### config.mk
export PLATFORM = sky130hd
export DESIGN_NAME = edd_core
export DESIGN_NICKNAME = d
export VERILOG_FILES = /design/src/design/edd_pkg.sv /design/src/design/edd_core.sv
export SDC_FILE = /design/constraint.sdc
export NUM_CORES = 1
export LEC_CHECK = 0
export BUFFER_PORTS_ARGS = -buffer_cell sky130_fd_sc_hd__clkbuf_2
export CAP_MARGIN = 20
export CORE_MARGIN = 3
export CORE_UTILIZATION = 45
export DETAILED_ROUTE_END_ITERATION = 12
export PLACE_DENSITY = 0.7
export SYNTH_ARGS = -nofsm -noshare
export SYNTH_HDL_FRONTEND = slang
export SYNTH_SLANG_ARGS = --single-unit
### constraint.sdc
create_clock -name vclk -period 11
set_input_delay 1.65 -clock vclk [all_inputs]
set_output_delay 1.65 -clock vclk [all_outputs]
set_load 0.1 [all_outputs]
### src/design/edd_pkg.sv
// ----------------------------------------------------------------------------
// edd_pkg
// Types, constants and helper functions shared by the error diffusion dither.
// ----------------------------------------------------------------------------
package edd_pkg;

	localparam int CHAN_W    = 8;
	localparam int ERR_W     = 3 * CHAN_W;
	localparam int CFG_IDX_W = 2;
	localparam int CFG_DAT_W = 9;
	localparam int KEPT_W    = 4;

	// diffusion weights, in sixteenths
	localparam logic [2:0] WT_UP_LEFT  = 3'd1;
	localparam logic [2:0] WT_UP       = 3'd5;
	localparam logic [2:0] WT_UP_RIGHT = 3'd3;
	localparam logic [2:0] WT_LEFT     = 3'd7;

	localparam logic [KEPT_W-1:0] KEPT_MAX = KEPT_W'(8);

	typedef logic [ERR_W-1:0] err_t;

	typedef enum logic [CFG_IDX_W-1:0] {
		REG_IMAGE_WIDTH   = 2'd0,
		REG_IMAGE_HEIGHT  = 2'd1,
		REG_KEPT_BITS     = 2'd2,
		REG_DITHER_ENABLE = 2'd3
	} cfg_reg_t;

	// per-pixel tap selection and frame flags; taps and quantize already gated by dither enable
	typedef struct packed {
		logic use_ul;
		logic use_up;
		logic use_ur;
		logic use_left;
		logic quantize;
		logic frame_start;
		logic frame_end;
	} tap_sel_t;

	function automatic logic [CHAN_W-1:0] add_share(
		input logic [CHAN_W-1:0] v,
		input logic [CHAN_W-1:0] e,
		input logic [2:0]        wt
	);
		logic [10:0] prod;
		logic [8:0]  s;
		prod = 11'(e) * 11'(wt);
		s    = {1'b0, v} + 9'(prod >> 4);
		return s[8] ? {CHAN_W{1'b1}} : s[CHAN_W-1:0];
	endfunction

	function automatic logic [CHAN_W-1:0] keep_mask(input logic [KEPT_W-1:0] kept);
		logic [KEPT_W-1:0] k;
		k = (kept > KEPT_MAX) ? KEPT_MAX : kept;
		return CHAN_W'(16'hFF00 >> k);
	endfunction

endpackage

### src/design/edd_core.sv
// ----------------------------------------------------------------------------
// edd_core
// Per-channel error accumulation, clamping and quantization of one pixel.
// ----------------------------------------------------------------------------
module edd_core import edd_pkg::*; (
	input  tap_sel_t          sel,
	input  logic [CHAN_W-1:0] mask,
	input  err_t              pix,
	input  err_t              err_ul,
	input  err_t              err_up,
	input  err_t              err_ur,
	input  err_t              err_left,
	output err_t              pix_out,
	output err_t              err_out
);

	always_comb begin
		logic [CHAN_W-1:0] v;
		logic [CHAN_W-1:0] q;
		pix_out = '0;
		err_out = '0;
		for (int c = 0; c < 3; c++) begin
			v = pix[c*CHAN_W +: CHAN_W];
			if (sel.use_ul) begin
				v = add_share(v, err_ul[c*CHAN_W +: CHAN_W], WT_UP_LEFT);
			end
			if (sel.use_up) begin
				v = add_share(v, err_up[c*CHAN_W +: CHAN_W], WT_UP);
			end
			if (sel.use_ur) begin
				v = add_share(v, err_ur[c*CHAN_W +: CHAN_W], WT_UP_RIGHT);
			end
			if (sel.use_left) begin
				v = add_share(v, err_left[c*CHAN_W +: CHAN_W], WT_LEFT);
			end
			q = v & mask;
			if (sel.quantize) begin
				err_out[c*CHAN_W +: CHAN_W] = v - q;
				v = q;
			end
			pix_out[c*CHAN_W +: CHAN_W] = v;
		end
	end

endmodule

# Word-level counts from Yosys, hierarchy flattened
# Cells that the tools add are included.
# totals
register_bits,0
out_inout_bits,48
word_cells,57
input_bits,135
# classes
bitwise,3
n_mul,9
n_addsub,15
mux,30
# ops
op,n
2-to-1 mux 8 bit,30
multiplier 8 x 3 -> 11 bit (second input constant),6
adder 8 x 7 -> 9 bit,6
multiplier 8 x 2 -> 10 bit (second input constant),3
adder 8 x 4 -> 9 bit,3
adder 8 x 6 -> 9 bit,3
AND 8 bit,3
subtractor 8 bit,3

# Depth between registers and ports, before layout
# logic_depth
ltp_word,15
mapped_depth,41
ltp_nobuf,41

# Least setup slack after synthesis
# OpenSTA, ideal clock, no wires.
# synth_path
kind,input to output
startpoint,input pix[16]
endpoint,output pix_out[20]
setup_slack_ns,-2.812
path_buffers,0
arrival_time_ns,12.162
t_required_ns,9.350
cell_stages,33
path_cell_list,ha_1 > fa_1 > a21o_2 > a21oi_1 > nor2_1 > nor2_1 > a21oi_1 > ha_1 > fa_1 > a211oi_1 > nor2_1 > o22a_2 > nand3_4 > nand2_1 > o22a_1 > ha_1 > fa_1 > a21o_1 > a21oi_1 > nand2b_1 > a21oi_1 > and3_4 > nand2_1 > nand2_1 > o22a_1 > ha_1 > fa_1 > a21o_1 > a21oi_1 > xnor2_1 > nand2_1 > nor2_1 > a2111oi_0
# synth_between
elab_chain_cells,14
# synth_lines
item,line,source
start: declaration,edd_core.sv:8,"input err_t pix,"
adder 8 x 4 -> 9 bit,edd_pkg.sv:49,"s = {1'b0, v} + 9'(prod >> 4);"
2-to-1 mux 8 bit,edd_pkg.sv:50,return s[8] ? {CHAN_W{1'b1}} : s[CHAN_W-1:0];
2-to-1 mux 8 bit (*),edd_core.sv:24,if (sel.use_ul) begin
adder 8 x 7 -> 9 bit,edd_pkg.sv:49,
2-to-1 mux 8 bit,edd_pkg.sv:50,
2-to-1 mux 8 bit (*),edd_core.sv:27,if (sel.use_up) begin
adder 8 x 6 -> 9 bit,edd_pkg.sv:49,
2-to-1 mux 8 bit,edd_pkg.sv:50,
2-to-1 mux 8 bit (*),edd_core.sv:30,if (sel.use_ur) begin
adder 8 x 7 -> 9 bit,edd_pkg.sv:49,
2-to-1 mux 8 bit,edd_pkg.sv:50,
2-to-1 mux 8 bit (*),edd_core.sv:33,if (sel.use_left) begin
AND 8 bit,edd_core.sv:36,q = v & mask;
2-to-1 mux 8 bit (*),edd_core.sv:37,if (sel.quantize) begin
end: declaration,edd_core.sv:13,"output err_t pix_out,"
# Every way passes the cells marked *; elsewhere a longest branch is shown, timed or not.

# Worst setup path in the final report
# layout_path
startpoint,input pix[16]
endpoint,output err_out[17]
# layout_between
elab_chain_cells,15
# layout_lines
item,line,source
adder 8 x 4 -> 9 bit,edd_pkg.sv:49,
2-to-1 mux 8 bit,edd_pkg.sv:50,
2-to-1 mux 8 bit (*),edd_core.sv:24,
adder 8 x 7 -> 9 bit,edd_pkg.sv:49,
2-to-1 mux 8 bit,edd_pkg.sv:50,
2-to-1 mux 8 bit (*),edd_core.sv:27,
adder 8 x 6 -> 9 bit,edd_pkg.sv:49,
2-to-1 mux 8 bit,edd_pkg.sv:50,
2-to-1 mux 8 bit (*),edd_core.sv:30,
adder 8 x 7 -> 9 bit,edd_pkg.sv:49,
2-to-1 mux 8 bit,edd_pkg.sv:50,
2-to-1 mux 8 bit (*),edd_core.sv:33,
AND 8 bit,edd_core.sv:36,
subtractor 8 bit (*),edd_core.sv:38,err_out[c*CHAN_W +: CHAN_W] = v - q;
2-to-1 mux 8 bit (*),edd_core.sv:37,
end: declaration,edd_core.sv:14,output err_t err_out
# Marks and branches as above.

==> flow_summary.toml <==
[die]
fp-row-count = 47
core_mm2 = 0.0168
die-area_mm2 = 0.0190
ioPinCount = 183
fp.dieH_um = 138
initial_core_util_pct = 46.6
die_w_um = 138

[drt]
drt_iter0_markers = 523
drc_errors = 0
vias_per_cell = 5.71
wl_per_cell_um = 15.3
drtPass1Iterations = 5
vias = 8203
wirelength_mm = 21.9
antenna_left = 0

[layout]
diodes = 0
syn_to_final_growth_pct = 26.2
nets = 1548
nFlopsAndLatches = 0
clock_buffers = 0
drive_gt1_share_pct = 25.2
regArea_um2 = 0
final_core_util_pct = 58.8
n_fill_cell = 1551
final_cell_area_mm2 = 0.00989

[placement]
gp_congestion = 0.870
port_buffers = 169
placed_area_mm2 = 0.00969
dp_hpwl_mm = 18.8
pre_cts_slack_ns = -0.00790

[global_routing]
antenna_found_initial = 0
grt_util_all_layers_pct = 21.7
grt_max_degree = 40
grt_pass1_wl_mm = 36.5
overflow = 0
grt_pass1_vias = 7895

[synth]
netlist.area_leader.share_pct = 25.4
synth_area_per_cell_um2 = 7.71
synthCells = 1017
synth_common_cells = "ha_1, nor2_1, a21oi_1, xnor2_1, o21ai_0"
synth_area_mm2 = 0.00784
synth_cell_types = 94
synth.area.top_cells = "ha_1, fa_1, nor2_1"
yosys.cell_count.top_type = "ha_1"
ys.warnings.count = 0
seq_area_frac_synth_pct = 0
synth_top_cell_by_area = "ha_1"

[critical_path]
cp_slowest_cell = "fa_1"
endpoint_kind = "primary output"
startpoint_type = "input pin"
cp_max_fo = 3
crit_required_ns = 9.35
crit_type = "in -> out"
path_depth = 40
critPathTopFamily = "compound AO/OA/AOI/OAI gates"
cp.buffers_inverters = 2
crit_arrival_ns = 8.94
cp_common_cell = "nor2_1"
max_stage_delay_ns = 0.41

[clocking]
hold_buffers = 0

[sta]
min_period_over_period_pct = 96.2
worst_slew_pin_slew_ns = 0.874
finalWorstSetupSlack_ns = 0.414
clock.fmax_mhz = 94.5
finalHoldViolCount = 0
finalSetupTns_ns = 0
period_needed_ns = 10.59
maxSlewViolCount = 0
setup_viol = 0
relSlewSlack_pct = 40.2

[run]
cap_violations = 0

[power]
power.leakage_nw = 4.64
p_total_mw = 2.35
p_per_area_mw_per_mm2 = 238
peakVddDrop_v = 0.000305

[outcome]
status = "complete, no violations"

[min_path]
min_from = "mask[7]"
hold_depth = 4
hold_class = "in -> out"
whs_endpoint = "err_out[23]"
## power breakdown
group | internal, mW | switching (mW) | total [mW] | leakage [nW]
clock | 0 | 0 | 0 | 0
combinational | 0.894 | 1.46 | 2.35 | 4.64
sequential | 0 | 0 | 0 | 0
## layer usage
layer | part of all wire [%] | vias up | global-route usage (%)
met4 | 1.3 | 0 | 2.86
met1 | 45 | 3771 | 29.5
met3 | 5.1 | 24 | 1.28
li1 | - | 4188 | -
met5 | 0 | - | 0
met2 | 48 | 220 | 38.9
## through the flow
| step | std cells | hold WS, ns |
|---|---|---|
| floorplan | 1021 | 3.67 |
| global placement | 1428 | 3.78 |
| detailed placement | 1428 | 3.80 |
| CTS | 1428 | 3.80 |
| global route | 1436 | 3.83 |
| finish | 1436 | 3.80 |
## worst max-delay path by stage
stage | startpoint | endpoint | slack, ns
2_1_floorplan | pix[16] | pix_out[20] | -0.07
3_3_place_gp | pix[16] | err_out[17] | 0.21
4_1_cts | pix[16] | err_out[17] | 0.05
6_report | pix[16] | err_out[17] | 0.41
5_1_grt | pix[16] | err_out[17] | -0.02
3_5_place_dp | pix[16] | err_out[17] | -0.008
## area by class of cell
cell class / instances / area, um2 / area share, %
repair buffers: 213 / 1670 / 16.9
well taps: 220 / 275 / 2.78
multi-input cells: 957 / 7770 / 78.6
inverters: 46 / 173 / 1.75
## timing repair
action | in CTS | in global routing
endpoints found under the setup margin | 1 | 48
cloned | 0 | 0
buffers inserted | 0 | 8
gates resized for setup | 1 | 38
pin swaps | 0 | 17
## cell families (layout without fill, tap and decap cells)
logic type      after synthesis  count (layout)  synth area share (%)
fa+ha+maj                   195             195                  34.6
simple gates                314             314                  19.7
mux                          17              17                  2.49
xor+xnor                     66              66                  7.37
other cells                   2               6                0.0958
buf+inv                      64             259                  3.16
compound gates              359             359                  32.7
## cells in the final DEF, fill, tap and decap left out, drive strengths merged, types with 5 or more instances in the layout
| master | Yosys | routed |
|---|---|---|
| a2111oi | 5 | 5 |
| a211o | 10 | 10 |
| a211oi | 22 | 22 |
| a21o | 33 | 33 |
| a21oi | 77 | 77 |
| a31o | 5 | 5 |
| a31oi | 12 | 12 |
| and2 | 10 | 10 |
| and3 | 6 | 6 |
| buf | 9 | 77 |
| clkbuf | 9 | 136 |
| conb | 2 | 6 |
| fa | 36 | 36 |
| ha | 159 | 159 |
| inv | 45 | 45 |
| mux2 | 7 | 7 |
| mux2i | 10 | 10 |
| nand2 | 46 | 46 |
| nand2b | 21 | 21 |
| nand3 | 9 | 9 |
| nand4 | 9 | 9 |
| nor2 | 138 | 138 |
| nor2b | 15 | 15 |
| nor3 | 31 | 31 |
| o211ai | 8 | 8 |
| o21a | 37 | 37 |
| o21ai | 56 | 56 |
| o21bai | 21 | 21 |
| o22a | 23 | 23 |
| o22ai | 11 | 11 |
| or2 | 6 | 6 |
| or3 | 9 | 9 |
| xnor2 | 51 | 51 |
| xor2 | 15 | 15 |
(Power assumes the default switching activity.)
